==> src/rtl/core/qcc_pkg.sv <==
// Shared types and constants of the quicksort comparison counter.
package qcc_pkg;

    localparam logic [1:0] FUNC_LOAD = 2'd0;
    localparam logic [1:0] FUNC_SORT = 2'd1;
    localparam logic [1:0] FUNC_READ = 2'd2;

    localparam logic [1:0] PVT_LAST_ELEM = 2'd1;
    localparam logic [1:0] PVT_MEDIAN3   = 2'd2;

    localparam logic REG_PIVOT_RULE    = 1'b0;
    localparam logic REG_ELEMENT_COUNT = 1'b1;

    localparam logic [18:0] COUNT_MAX = 19'h7FFFF;

    localparam logic [2:0] RS_HOST = 3'd0;
    localparam logic [2:0] RS_LO   = 3'd1;
    localparam logic [2:0] RS_MID  = 3'd2;
    localparam logic [2:0] RS_LAST = 3'd3;
    localparam logic [2:0] RS_J    = 3'd4;
    localparam logic [2:0] RS_I    = 3'd5;
    localparam logic [2:0] RS_IM1  = 3'd6;

    localparam logic [2:0] WS_HOST  = 3'd0;
    localparam logic [2:0] WS_PIVOT = 3'd1;
    localparam logic [2:0] WS_J     = 3'd2;
    localparam logic [2:0] WS_I     = 3'd3;
    localparam logic [2:0] WS_LO    = 3'd4;
    localparam logic [2:0] WS_IM1   = 3'd5;

    typedef struct packed {
        logic       take_in;
        logic       out_load;
        logic       init;
        logic       pop;
        logic       acc_add;
        logic       ren;
        logic [2:0] rsel;
        logic       wen;
        logic [2:0] wsel;
        logic       cap_f;
        logic       cap_m;
        logic       cap_l;
        logic       set_pivot;
        logic       cap_vj;
        logic       inc_i;
        logic       inc_j;
        logic       split;
        logic       save_cnt;
    } dp_cmd_t;

    typedef struct packed {
        logic [1:0] func;
        logic       sp_zero;
        logic       len_gt1;
        logic       j_lt_hi;
        logic       is_less;
    } dp_stat_t;

endpackage

==> src/rtl/core/qcc_controller.sv <==
// Controller: sequences host transactions and the quicksort partition passes.
module qcc_controller (
    input  logic              aclk,
    input  logic              aresetn,
    input  logic              s_tvalid,
    output logic              s_tready,
    output logic              m_tvalid,
    input  logic              m_tready,
    input  qcc_pkg::dp_stat_t stat,
    output qcc_pkg::dp_cmd_t  cmd
);
    import qcc_pkg::*;

    localparam logic [4:0] S_IDLE  = 5'd0;
    localparam logic [4:0] S_EXEC  = 5'd1;
    localparam logic [4:0] S_RDW   = 5'd2;
    localparam logic [4:0] S_OUT   = 5'd3;
    localparam logic [4:0] S_INIT  = 5'd4;
    localparam logic [4:0] S_POP   = 5'd5;
    localparam logic [4:0] S_RANGE = 5'd6;
    localparam logic [4:0] S_RD_M  = 5'd7;
    localparam logic [4:0] S_RD_L  = 5'd8;
    localparam logic [4:0] S_CAP_L = 5'd9;
    localparam logic [4:0] S_SEL   = 5'd10;
    localparam logic [4:0] S_SCAN  = 5'd11;
    localparam logic [4:0] S_CMP   = 5'd12;
    localparam logic [4:0] S_SW1   = 5'd13;
    localparam logic [4:0] S_SW2   = 5'd14;
    localparam logic [4:0] S_END1  = 5'd15;
    localparam logic [4:0] S_END2  = 5'd16;
    localparam logic [4:0] S_FIN   = 5'd17;

    logic [4:0] state_reg, state_next;
    logic       mvalid_reg, mvalid_next;

    always_comb begin
        cmd         = '0;
        state_next  = state_reg;
        mvalid_next = m_tready ? 1'b0 : mvalid_reg;
        case (state_reg)
            S_IDLE: begin
                if (s_tvalid) begin
                    cmd.take_in = 1'b1;
                    state_next  = S_EXEC;
                end
            end
            S_EXEC: begin
                case (stat.func)
                    FUNC_LOAD: begin
                        cmd.wen    = 1'b1;
                        cmd.wsel   = WS_HOST;
                        state_next = S_OUT;
                    end
                    FUNC_READ: begin
                        cmd.ren    = 1'b1;
                        cmd.rsel   = RS_HOST;
                        state_next = S_RDW;
                    end
                    FUNC_SORT: state_next = S_INIT;
                    default:   state_next = S_OUT;
                endcase
            end
            S_RDW: state_next = S_OUT;
            S_OUT: begin
                if (!mvalid_reg || m_tready) begin
                    cmd.out_load = 1'b1;
                    mvalid_next  = 1'b1;
                    state_next   = S_IDLE;
                end
            end
            S_INIT: begin
                cmd.init   = 1'b1;
                state_next = S_POP;
            end
            S_POP: begin
                if (stat.sp_zero) begin
                    state_next = S_FIN;
                end else begin
                    cmd.pop    = 1'b1;
                    state_next = S_RANGE;
                end
            end
            S_RANGE: begin
                if (!stat.len_gt1) begin
                    state_next = S_POP;
                end else begin
                    cmd.acc_add = 1'b1;
                    cmd.ren     = 1'b1;
                    cmd.rsel    = RS_LO;
                    state_next  = S_RD_M;
                end
            end
            S_RD_M: begin
                cmd.cap_f  = 1'b1;
                cmd.ren    = 1'b1;
                cmd.rsel   = RS_MID;
                state_next = S_RD_L;
            end
            S_RD_L: begin
                cmd.cap_m  = 1'b1;
                cmd.ren    = 1'b1;
                cmd.rsel   = RS_LAST;
                state_next = S_CAP_L;
            end
            S_CAP_L: begin
                cmd.cap_l  = 1'b1;
                state_next = S_SEL;
            end
            S_SEL: begin
                // pivot slot takes the first element; pivot value held aside
                cmd.set_pivot = 1'b1;
                cmd.wen       = 1'b1;
                cmd.wsel      = WS_PIVOT;
                state_next    = S_SCAN;
            end
            S_SCAN: begin
                cmd.ren = 1'b1;
                if (stat.j_lt_hi) begin
                    cmd.rsel   = RS_J;
                    state_next = S_CMP;
                end else begin
                    cmd.rsel   = RS_IM1;
                    state_next = S_END1;
                end
            end
            S_CMP: begin
                if (stat.is_less) begin
                    cmd.cap_vj = 1'b1;
                    cmd.ren    = 1'b1;
                    cmd.rsel   = RS_I;
                    state_next = S_SW1;
                end else begin
                    cmd.inc_j  = 1'b1;
                    state_next = S_SCAN;
                end
            end
            S_SW1: begin
                cmd.wen    = 1'b1;
                cmd.wsel   = WS_J;
                state_next = S_SW2;
            end
            S_SW2: begin
                cmd.wen    = 1'b1;
                cmd.wsel   = WS_I;
                cmd.inc_i  = 1'b1;
                cmd.inc_j  = 1'b1;
                state_next = S_SCAN;
            end
            S_END1: begin
                cmd.wen    = 1'b1;
                cmd.wsel   = WS_LO;
                state_next = S_END2;
            end
            S_END2: begin
                cmd.wen    = 1'b1;
                cmd.wsel   = WS_IM1;
                cmd.split  = 1'b1;
                state_next = S_RANGE;
            end
            S_FIN: begin
                cmd.save_cnt = 1'b1;
                state_next   = S_OUT;
            end
            default: state_next = S_IDLE;
        endcase
    end

    always_ff @(posedge aclk) begin
        if (!aresetn) begin
            state_reg  <= S_IDLE;
            mvalid_reg <= 1'b0;
        end else begin
            state_reg  <= state_next;
            mvalid_reg <= mvalid_next;
        end
    end

    assign s_tready = (state_reg == S_IDLE);
    assign m_tvalid = mvalid_reg;
endmodule

==> config.mk <==
export PLATFORM = sky130hd
export DESIGN_NAME = qcc_controller
export DESIGN_NICKNAME = d
export VERILOG_FILES = /design/src/rtl/core/qcc_pkg.sv /design/src/rtl/core/qcc_controller.sv
export SDC_FILE = /design/constraint.sdc
export NUM_CORES = 1
export LEC_CHECK = 0
export BUFFER_PORTS_ARGS = -buffer_cell sky130_fd_sc_hd__buf_2
export CAP_MARGIN = 20
export CORE_MARGIN = 2
export CORE_UTILIZATION = 42
export CTS_CLUSTER_DIAMETER = 40
export DETAILED_ROUTE_END_ITERATION = 10
export PLACE_DENSITY = 0.85
export SETUP_SLACK_MARGIN = 0.2
export SLEW_MARGIN = 10
export SYNTH_ARGS = -nofsm -noshare
export SYNTH_HDL_FRONTEND = slang
export SYNTH_SLANG_ARGS = --single-unit
==> constraint.sdc <==
create_clock -name aclk -period 1.41 [get_ports aclk]
set_input_delay 0.0705 -clock aclk [delete_from_list [all_inputs] [get_ports aclk]]
set_output_delay 0.0705 -clock aclk [all_outputs]
set_load 0.1 [all_outputs]
==> results of run 1 <==
-- cells by family after synthesis --
kind of cell	Yosys count	synth area share
simple gates	64	0.437
compound gates	30	0.279
buf+inv	15	0.0829
flops	6	0.153
fa+ha+maj	3	0.0479
-- cell usage after synthesis, types with 2 or more instances --
library cell / number
o21bai_1: 2
nor3_1: 7
nand2_1: 10
buf_2: 7
dfxtp_1: 6
a21oi_1: 7
a211o_1: 2
or4_1: 2
ha_1: 3
or2_1: 2
nand3b_1: 2
nor3b_1: 2
a31oi_1: 2
nor2_1: 16
inv_1: 5
a32oi_1: 2
nand2b_1: 5
or3_1: 2
clkbuf_1: 2
o21ai_0: 3
o211ai_1: 2
nor2b_1: 5
nand3_1: 4
-- through the flow --
step	area, um2	setup TNS (ns)
after floorplan	1140	-3.02
after global placement	1880	-0.207
==> summary.md, run 1 <==
| Metric | Value |
|---|---|
| Status | aborted with a tool error |
| Halt Stage | detailed placement (3_5_place_dp) |
| Err | [ERROR DPL-0038] Utilization greater than 100%, impossible to legalize |
| Ys async rst share | 0 |
| Warnings, synthesis | 0 |
| Initial Util | 0.449 |
| Largest cells by area after synthesis | dfxtp_1 (15%), nor2_1 (7.7%), ha_1 (4.8%), nand2_1 (4.8%), a21oi_1 (4.5%) |
| Yosys top cell area share | 0.153 |
| Post-synth EDFFs | 0 |
| Average size of a mapped cell | 6.65 um2 |
| Syn Inst Count | about 120 |
| Most used flip-flop cell after synthesis | dfxtp_1 |
| Synth cell types | 41 |
| Cell Area, Synth | between 700 and 800 um2 |
| Yosys top cell by area | dfxtp_1 |
| Post-synth net total | 131 |
| Die X | 47.2 um |
| GPL Wtd Cong | slightly below 1 |
| Seq/Total Area, Yosys | 0.153 |
| Die Ht | around 47 um |
| Port Buf Inserts | 33 |
| Row count | 15 |
| Ports | 34 |
| Register bit total from synthesis | 6 |
==> run 2, diff against run 1 <==
--- a/config.mk
+++ b/config.mk
@@ -7,12 +7,10 @@
 export LEC_CHECK = 0
 export BUFFER_PORTS_ARGS = -buffer_cell sky130_fd_sc_hd__buf_2
 export CAP_MARGIN = 20
-export CORE_MARGIN = 2
-export CORE_UTILIZATION = 42
-export CTS_CLUSTER_DIAMETER = 40
+export CORE_AREA = 2 2 63 65
 export DETAILED_ROUTE_END_ITERATION = 10
-export PLACE_DENSITY = 0.85
-export SETUP_SLACK_MARGIN = 0.2
+export DIE_AREA = 0 0 65 67
+export PLACE_DENSITY_LB_ADDON = 0.15
 export SLEW_MARGIN = 10
 export SYNTH_ARGS = -nofsm -noshare
 export SYNTH_HDL_FRONTEND = slang
==> constraint.sdc (replaced) <==
create_clock -name aclk -period 1.8 [get_ports aclk]
set_input_delay 0.09 -clock aclk [delete_from_list [all_inputs] [get_ports aclk]]
set_output_delay 0.09 -clock aclk [all_outputs]
set_load 0.1 [all_outputs]
==> run 2 against run 1 <==
  * The flow now finishes without violations
  * Synthesized cell count did not move
  * Area after synthesis did not move
==> summary.md, run 2 <==
| Metric | Value |
|---|---|
| Gate power share | 0.705 |
| Initial antenna violation count | 0 |
| Setup slack at placement | 0.147 ns |
| # Post-CTS Setup Buffers | 0 |
| Ys async rst share | 0 |
| Status | completed |
| Post-synth EDFFs | 0 |
| # setup viols final | 0 |
| Pwr Density | 837 mW/mm2 |
| Hold Crit Start | aresetn |
| Worst-skew pair later-pin latency | 0.22 ns |
| Area Growth Syn to Fin | 114% |
| GPL Wtd Cong | 0.784 |
| Post-synth net total | 131 |
| Vias | a little over 1000 |
| CP max stage cell | or4b_4 |
| Vias in the first global route | 990 |
| Multiplexer area fraction after synthesis | 0 |
| Data required time of the worst path | 1.71 ns |
| Commonest non-fill, non-tap cell in the layout | buf_12 |
| Setup_tns | 0 ns |
| Average size of a mapped cell | 6.65 um2 |
| Most frequent cell after synthesis | nor2_1 |
| Maximum clock frequency | approximately 570 MHz |
| Largest register FFs | 5 |
| XOR/XNOR share of the synthesized area | 0 |
| Inserted Clock Buffers | 3 |
| CTS tree | built |
| Fin Clk Skew | 0.00119 ns |
| RSZ-0062 raised after global routing | false |
| Ports | 34 |
| Row count | 22 |
| CTS root buf | clkbuf_8 |
| Setup crit start kind | flip-flop |
| Reg2reg end | state_reg[0]$_SDFFE_PN0P_ |
| Die X | ~65 um |
| Layout net count | 176 |
| Main combinational cell family by area after synthesis | simple AND/OR/NAND/NOR gates |
| Highest-count cells in the layout ignoring fill and taps | buf_12 (23), buf_4 (16), nor2_1 (11), buf_2 (10), nand2_1 (9) |
| Final Hold Fails | 0 |
| Max-Cap Viols | 0 |
| Aggregate global-route resource usage | 0.135 |
| Warnings, synthesis | 0 |
| Worst Hold End | state_reg[2]$_SDFFE_PN0P_ |
| Top cells by instance count after synthesis | nor2_1 (16), nand2_1 (10), a21oi_1 (7), buf_2 (7), nor3_1 (7) |
| Cell Area, Synth | slightly below 800 um2 |
| Port Buf Inserts | 33 |
| Largest net degree at the start of global routing | 17 |
| Drt total wl | 2750 um |
| DP HPWL | 2350 um |
| Crit Path Category | reg2out |
| Max stage delay on crit path | 0.49 ns |
| Number of vias per cell | roughly 5.0 |
| Worst hold stages | 2 |
| Tmin final | between 1.5 and 2 ns |
| Clk slew on worst S/H paths | 0.03 ns |
| CP cell instances | buf_6 -> or4b_4 -> a21oi_4 -> a211o_4 -> buf_12 |
| CP max FO | 10 |
| Sw Share | 0.520 |
| Yosys top cell by area | dfxtp_1 |
| H-tree depth | 1 |
| Relative slew slack | 0.679 |
| Hold crit path type | in2reg |
| Flop pwr share | 0.158 |
| Worst VDD drop | 306 uV |
| Worst r2r src | state_reg[1]$_SDFFE_PN0P_ |
| DRT iter0 DRCs | 37 |
| Global-route wire length before repair | 4720 um |
| Synth cell types | 41 |
| Clk sinks | 6 |
| Overflow after GRT | 0 |
| Register bit total from synthesis | 6 |
| Crit end category | primary output |
| Core Footprint | 0.00361 mm2 |
| Cell internal pwr | 0.674 mW |
| Clock group share of total power | 0.136 |
| Most used flip-flop cell after synthesis | dfxtp_1 |
| WL per Instance | 13.2 um |
| Residual DRC | 0 |
| Worst Path Arrival | 1.67 ns |
| Slew Viols, Final | 0 |
| R2R Setup Slk | 0.22 ns |
| Largest cells by area after synthesis | dfxtp_1 (15%), nor2_1 (7.7%), ha_1 (4.8%), nand2_1 (4.8%), a21oi_1 (4.5%) |
| Syn Inst Count | 118 |
| Worst-margin pin slew | 0.484 ns |
| PnR worst setup slack | 0.0370 ns |
| Share of cells above drive strength 1 | 0.559 |
| Die Ht | 67 um |
| Hold Slack | 0.142 ns |
| DR pass1 iterations | 4 |
| Leak | just under 0.7 nW |
| Yosys top cell area share | 0.153 |
| Die area | around 0.0044 mm2 |
| Compound-cell area share of the yosys netlist | 0.279 |
| Buffer depth of the longest clock path | 2 |
| Worst R2R Path Depth | 3 |
| Initial Util | 0.218 |
| Post-Synth Adder-Cell Area | 0.0478 |
| Simple-gate share of the synthesized area | 0.437 |
| Final antenna-violating net count | 0 |
| Final worst-path cycle share | 0.979 |
| Net Sw Power | 0.731 mW |
| Seq/Total Area, Yosys | 0.153 |
| Filler Cell Count | between 300 and 400 |
| Antenna diode count | 0 |
## run 2: per-layer routing
layer | routed length [um] | GRT usage | vias to the layer above
li1 | - | - | 513
met1 | 1240 | 0.181 | 497
met2 | 1400 | 0.232 | 23
met3 | 96 | 0.0270 | 2
met4 | 14 | 0.00798 | 0
met5 | 0 | 0 | -
## run 2: critical path, delay by kind of cell, from the launching register on
kind	cells	cell delay, ns
compound gates	2	0.30
buf+inv	2	0.30
flops	1	0.36
simple gates	1	0.49
## run 2: final cells by class
cell class / count / area [um2] / area share
inverter: 5 / 18.8 / 0.0112
multi-input combinational: 97 / 782 / 0.466
timing repair buffer: 50 / 642 / 0.382
clock buffer: 3 / 41.3 / 0.0246
sequential: 6 / 135 / 0.0805
tap: 48 / 60.1 / 0.0358
## run 2: cell families (layout without fill, tap and decap cells)
family,count (synthesis),after routing
adder cells (fa/ha/maj),3,3
AO/OA/AOI/OAI,30,30
AND/OR/NAND/NOR,64,64
flip-flops,6,6
buffers and inverters,15,58
## run 2: power groups by stage
stage / logic, mW / clock network, mW / registers, mW
2_1_floorplan: 0.723 / 0 / 0.189
3_3_place_gp: 0.984 / 0 / 0.221
3_5_place_dp: 0.991 / 0 / 0.218
4_1_cts: 0.994 / 0.199 / 0.217
5_1_grt: 1.05 / 0.209 / 0.227
6_report: 0.991 / 0.192 / 0.223
## run 2: how the worst max path moves through the flow
stage                                    startpoint      end  slack [ns]  cells past startpoint
after global routing      state_reg[2]$_SDFFE_PN0P_  cmd[16]       0.002                      5
after floorplan           state_reg[3]$_SDFFE_PN0P_   cmd[4]       -0.33                      4
after global placement    state_reg[2]$_SDFFE_PN0P_  cmd[16]        0.18                      5
after detailed placement  state_reg[2]$_SDFFE_PN0P_  cmd[16]        0.15                      5
after CTS                 state_reg[2]$_SDFFE_PN0P_  cmd[16]       0.009                      5
final                     state_reg[2]$_SDFFE_PN0P_  cmd[16]        0.04                      5
## run 2: per-stage QoR
stage | util | power, mW | area, um2 | instances
after floorplan | - | 0.912 | 973 | 118
after global placement | 0.445 | 1.21 | 1600 | 206
after detailed placement | 0.445 | 1.21 | 1600 | 206
after CTS | 0.458 | 1.41 | 1650 | 209
after global routing | 0.466 | 1.49 | 1680 | 209
final | 0.466 | 1.41 | 1680 | 209
## run 2: repair_timing
action,in CTS,in global routing
pin swaps,1,1
endpoints found under the setup margin,4,5
hold buffers,0,0
resized for setup,4,8
Power figures use the tool's default switching activity.
==> run 3, diff against run 2 <==
--- a/config.mk
+++ b/config.mk
@@ -5,13 +5,14 @@
 export SDC_FILE = /design/constraint.sdc
 export NUM_CORES = 1
 export LEC_CHECK = 0
+export ABC_AREA = 1
 export BUFFER_PORTS_ARGS = -buffer_cell sky130_fd_sc_hd__buf_2
 export CAP_MARGIN = 20
 export CORE_AREA = 2 2 63 65
 export DETAILED_ROUTE_END_ITERATION = 10
 export DIE_AREA = 0 0 65 67
 export PLACE_DENSITY_LB_ADDON = 0.15
-export SLEW_MARGIN = 10
+export SLEW_MARGIN = 20
 export SYNTH_ARGS = -nofsm -noshare
 export SYNTH_HDL_FRONTEND = slang
 export SYNTH_SLANG_ARGS = --single-unit
==> run 3 against run 2 <==
  * Combinational power down 39%
  * Highest routed layer unchanged
  * Clock skew is 0.00071 ns higher
  * Area after synthesis is 11% lower
  * Critical path type unchanged
==> summary.md, run 3 <==
| Metric | Value |
|---|---|
| Commonest non-fill, non-tap cell in the layout | inv_1 |
| Util after Layout | 0.350 |
| CP max stage cell | dfxtp_1 |
| Die X | 65 um |
| DR pass1 iterations | 4 |
| Aggregate global-route resource usage | 0.117 |
| Number of vias per cell | 4.12 |
| Hold_buf cts | 0 |
| Overflow after GRT | 0 |
| Relative slew slack | 0.674 |
| Buffer depth of the longest clock path | 2 |
| Final Hold Fails | 0 |
| Setup_tns | 0 ns |
| Drt total wl | 2330 um |
| Warnings, synthesis | 0 |
| Worst hold stages | 3 |
| Maximum clock frequency | between 500 and 600 MHz |
| Crit end category | primary output |
| Hold crit path type | in2reg |
| Pwr Density | 775 mW/mm2 |
| Final antenna-violating net count | 0 |
| Antenna diode count | 0 |
| Clk sinks | 6 |
| Total power | around 0.98 mW |
| Vias | roughly 870 |
| Average size of a mapped cell | 5.44 um2 |
| Initial antenna violation count | 0 |
| RSZ-0062 raised after global routing | false |
| Worst VDD drop | ~560 uV |
| CTS root buf | clkbuf_8 |
| Largest register FFs | 5 |
| Filler Cell Count | 399 |
| Register bit total from synthesis | 6 |
| DP HPWL | 2110 um |
| WL per Instance | 11.0 um |
| Synth cell types | 20 |
| Residual DRC | 0 |
| Most used flip-flop cell after synthesis | dfxtp_1 |
| CTS tree | built |
| Multi-input logic area | 515 um2 |
| Inserted Clock Buffers | 3 |
| Final worst-path cycle share | 0.932 |
| Seq/Total Area, Yosys | 0.172 |
| Core Footprint | 0.00361 mm2 |
| Layout net count | 179 |
| GPL Wtd Cong | 0.973 |
| Post-synth EDFFs | 0 |
| Yosys top cell by area | inv_1 |
| Status | completed |
| Area Growth Syn to Fin | 81.0% |
| DRT iter0 DRCs | 40 |
| Worst-margin pin slew | 0.492 ns |
| Initial Util | 0.193 |
| Worst R2R Path Depth | 7 |
| CP max FO | 6 |
| Syn Inst Count | 128 |
| Most frequent cell after synthesis | inv_1 |
| Worst Path Arrival | between 1.5 and 2 ns |
| Reg area | around 130 um2 |
| Tmin final | 1.68 ns |
| # Post-CTS Setup Buffers | 0 |
| Row count | 22 |
| Top cells by instance count after synthesis | inv_1 (33), nand2_1 (23), nor2_1 (19) |
| Area after DPL | 0.00120 mm2 |
| H-tree depth | 1 |
| Setup crit start kind | flip-flop |
| CP cell instances | nor2_1 -> nand2_2 -> inv_2 -> nand3_1 -> nand4_1 -> buf_12 |
| Vias in the first global route | around 850 |
| Crit Path Category | reg2out |
| Max stage delay on crit path | 0.37 ns |
| Max-Cap Viols | 0 |
| Post-synth net total | 141 |
| # setup viols final | 0 |
| Share of cells above drive strength 1 | 0.433 |
| Fin area | 0.00126 mm2 |
| Highest-count cells in the layout ignoring fill and taps | inv_1 (33), nand2_1 (19), buf_2 (19), buf_12 (14), nor2_1 (12) |
| Data required time of the worst path | 1.71 ns |
| Port Buf Inserts | 33 |
| Largest net degree at the start of global routing | 8 |
| Worst-skew pair later-pin latency | about 0.22 ns |
| Cell Area, Synth | 697 um2 |
| Die Ht | between 60 and 70 um |
| Largest cells by area after synthesis | inv_1 (18%), dfxtp_1 (17%), nand2_1 (12%), nor2_1 (10%), nand3_1 (7.2%) |
| Ys async rst share | 0 |
| Global-route wire length before repair | 3910 um |
| Ports | 34 |
| Clk slew on worst S/H paths | roughly 0.040 ns |
| Slew Viols, Final | 0 |
| Fin Clk Skew | 0.00190 ns |
| Leak | 0.710 nW |
| Die area | 0.00436 mm2 |
| Yosys top cell area share | 0.178 |
==> run 3: final timing paths <==
check / startpoint / to / slack, ns
worst max-delay path: state_reg[4]$_SDFFE_PN0P_ / cmd[16] / 0.12
worst min register to register: m_tvalid$_SDFF_PN0_ / m_tvalid$_SDFF_PN0_ / 0.52
worst max register to register: state_reg[4]$_SDFFE_PN0P_ / state_reg[0]$_SDFFE_PN0P_ / 0.29
worst min-delay path: aresetn / state_reg[1]$_SDFFE_PN0P_ / 0.07
==> run 3: cells by family after synthesis <==
logic type	after synthesis	synth area share
and+or+nand+nor	68	0.469
buffers and inverters	38	0.206
AOI/OAI and AO/OA	13	0.0987
DFF	6	0.172
adders and majority gates	3	0.0539
==> run 3: power by group <==
group	leakage (nW)	internal, mW	switching, mW
clock	0.0216	0.143	0.0503
combinational	0.638	0.180	0.421
sequential	0.0505	0.153	0.0297
==> run 3: metrics by stage <==
stage	hold WS [ns]	instances	setup slack [ns]
3_5_place_dp	0.295	209	0.260
4_1_cts	0.0692	212	0.0246
5_1_grt	0.0946	212	0.00265
2_1_floorplan	0.188	128	-0.623
6_report	0.0729	212	0.122
3_3_place_gp	0.305	209	0.227
==> run 3: worst max-delay path, delay by kind of cell, from the launching register on <==
| family | cells | cell delay (ns) |
|---|---|---|
| buf+inv | 2 | 0.27 |
| flops | 1 | 0.37 |
| simple gates | 4 | 0.73 |
==> run 3: final cells by class <==
class                      instances  share of cell area
timing repair buffer              33               0.298
inverter                          38               0.114
clock buffer                       3              0.0327
sequential                         6              0.0992
tap                               48              0.0476
multi-input combinational         84               0.409
==> run 3: what timing repair did <==
action	in CTS	in global routing
hold endpoints to repair	0	0
gates resized for setup	0	6
setup endpoints to repair	0	6
==> run 3: routing by layer <==
metal | global-route usage | vias up | routed length [um]
met5 | 0 | - | 0
li1 | - | 460 | -
met4 | 0.0346 | 0 | 23
met3 | 0.0236 | 2 | 135
met1 | 0.145 | 381 | 1110
met2 | 0.201 | 30 | 1060
==> run 4, diff against run 3 <==
==> constraint.sdc (replaced) <==
create_clock -name aclk -period 1.8 [get_ports aclk]
set_input_delay 0.36 -clock aclk [delete_from_list [all_inputs] [get_ports aclk]]
set_output_delay 0.36 -clock aclk [all_outputs]
set_load 0.1 [all_outputs]
==> run 4 against run 3 <==
  * The flow now finishes with violations (setup timing)
  * Via count grew 9.4%
  * Global-route usage grew 1.4 points
  * Sequential share of layout area shrank 2.0 points
  * Clock skew is essentially flat
  * Critical path type unchanged
  * Critical endpoint unchanged
  * Largest cell class is now buffers
==> summary.md, run 4 (synthesized netlist as in run 3, its figures left out) <==
| Metric | Value |
|---|---|
| # setup viols final | 6 |
| Initial antenna violation count | 0 |
| Post-Layout Cell Count | 233 |
| Setup crit start kind | flip-flop |
| DRT iter0 DRCs | 15 |
| Relative slew slack | 0.680 |
| Worst-margin pin slew | 0.483 ns |
| Util after Layout | 0.461 |
| Final Hold Fails | 0 |
| Vias in the first global route | between 900 and 1000 |
| Buffer depth of the longest clock path | 2 |
| Inserted Clock Buffers | 3 |
| CP max stage cell | dfxtp_4 |
| Antenna diode count | 0 |
| Vias | 955 |
| Overflow after GRT | 0 |
| Filler Cell Count | between 300 and 400 |
| Sw Share | 0.505 |
| Area Growth Syn to Fin | 138% |
| Worst VDD drop | 837 uV |
| Drt total wl | ~2700 um |
| Die area | approximately 0.0044 mm2 |
| Largest register FFs | 5 |
| Aggregate global-route resource usage | 0.131 |
| Slew Viols, Final | 0 |
| CTS tree | built |
| Flop pwr share | 0.173 |
| Commonest non-fill, non-tap cell in the layout | inv_1 |
| Reg area | 131 um2 |
| Largest net degree at the start of global routing | 8 |
| Clk sinks | 6 |
| CP cell instances | inv_2 -> nor2_4 -> nand2_4 -> nor3_4 -> nor2_2 -> nand4_1 -> buf_12 |
| PnR worst setup slack | -0.0599 ns |
| Hold Crit Start | aresetn |
| Multi-input logic area | about 600 um2 |
| Worst Hold End | state_reg[1]$_SDFFE_PN0P_ |
| Fin Clk Skew | 0.00202 ns |
| Data required time of the worst path | about 1.4 ns |
| Hold_buf cts | 0 |
| H-tree depth | 1 |
| Max-Cap Viols | 0 |
| CTS root buf | clkbuf_8 |
| R2R Setup Slk | between 0.3 and 0.4 ns |
| Status | finished with violations |
| GPL Wtd Cong | approximately 0.81 |
| Layout net count | 200 |
| Gate power share | 0.644 |
| Worst hold stages | 3 |
| Total power | about 1.1 mW |
| Failing checks | setup timing |
| CP max FO | 6 |
| Clk slew on worst S/H paths | 0.03 ns |
| Leak | 0.841 nW |
| Final worst-path cycle share | 1.03 |
| Reg2reg end | state_reg[1]$_SDFFE_PN0P_ |
| Worst-skew pair later-pin latency | 0.22 ns |
| Maximum clock frequency | 538 MHz |
| Area after DPL | 0.00149 mm2 |
| Initial Util | 0.193 |
| WL per Instance | 11.4 um |
| Placed cells | 225 |
| Ports | 34 |
| Share of cells above drive strength 1 | 0.584 |
| Fin area | 0.00166 mm2 |
| Number of vias per cell | 4.10 |
| Worst R2R Path Depth | 10 |
| Die X | 65 um |
| Net Sw Power | 0.540 mW |
| Max stage delay on crit path | 0.36 ns |
| Core Footprint | approximately 0.0036 mm2 |
| Port Buf Inserts | 33 |
| Hold crit path type | in2reg |
| Worst r2r src | state_reg[1]$_SDFFE_PN0P_ |
| Final antenna-violating net count | 0 |
| RSZ-0062 raised after global routing | true |
| DR pass1 iterations | 4 |
| Crit end category | primary output |
| Die Ht | 67 um |
| DP HPWL | 2390 um |
| Worst Path Arrival | about 1.5 ns |
| Tmin final | 1.86 ns |
| Global-route wire length before repair | 4330 um |
| Pwr Density | 643 mW/mm2 |
| Cell internal pwr | 0.529 mW |
| Highest-count cells in the layout ignoring fill and taps | inv_1 (29), buf_12 (23), buf_4 (17), nand2_1 (13), nor2_4 (11) |
| Crit Path Category | reg2out |
| Clock group share of total power | 0.183 |
| Row count | 22 |
| Residual DRC | 0 |
-- run 4: changes by cell type in the layout (fill, tap and decap cells not counted), sizes merged --
cell  before  now
buf       33   54
-- run 4: how the worst max path moves through the flow --
stage / cells past startpoint / end / slack (ns) / startpoint
after global placement: 8 / cmd[12] / 0.04 / state_reg[0]$_SDFFE_PN0P_
after CTS: 7 / cmd[16] / -0.06 / state_reg[3]$_SDFFE_PN0P_
after detailed placement: 9 / cmd[16] / 0.06 / state_reg[3]$_SDFFE_PN0P_
after floorplan: 6 / cmd[16] / -0.89 / state_reg[3]$_SDFFE_PN0P_
after global routing: 9 / cmd[16] / -0.15 / state_reg[3]$_SDFFE_PN0P_
final: 7 / cmd[16] / -0.06 / state_reg[3]$_SDFFE_PN0P_
-- run 4: repair_timing --
action	CTS	global route
endpoints found under the setup margin	15	17
pin swaps	10	2
endpoints found under the hold margin	0	0
resized for setup	15	16
setup buffers	2	3
-- run 4: layout make-up --
type | instances | area share
Tap cell | 48 | 0.0361
Clock buffer | 3 | 0.0248
Multi-Input combinational cell | 84 | 0.362
Inverter | 38 | 0.0866
Sequential cell | 6 | 0.0791
Timing Repair Buffer | 54 | 0.411
-- run 4: metrics by stage --
stage	setup TNS (ns)	worst slack, ns	hold slack, ns
floorplan	-3.65	-0.893	0.458
global placement	0	0.0419	0.529
detailed placement	0	0.0584	0.542
CTS	-0.236	-0.0636	0.337
global route	-1.13	-0.152	0.369
finish	-0.179	-0.0599	0.337
-- run 4: critical path: cells and delay by family (launching register included) --
kind / cells / cell delay (ns)
buffers and inverters: 2 / 0.23
AND/OR/NAND/NOR: 5 / 0.69
flip-flops: 1 / 0.36
-- run 4: power by group through the flow --
stage	Combinational, mW	Clock [mW]	Sequential (mW)
2_1_floorplan	0.420	0	0.184
3_3_place_gp	0.663	0	0.177
3_5_place_dp	0.662	0	0.177
4_1_cts	0.674	0.205	0.184
5_1_grt	0.734	0.222	0.187
6_report	0.689	0.196	0.184
-- run 4: per-layer routing --
layer / GRT usage / routed length, um
met5: 0 / 0
met4: 0.0399 / 14
met3: 0.0304 / 152
met1: 0.142 / 1080
met2: 0.250 / 1410
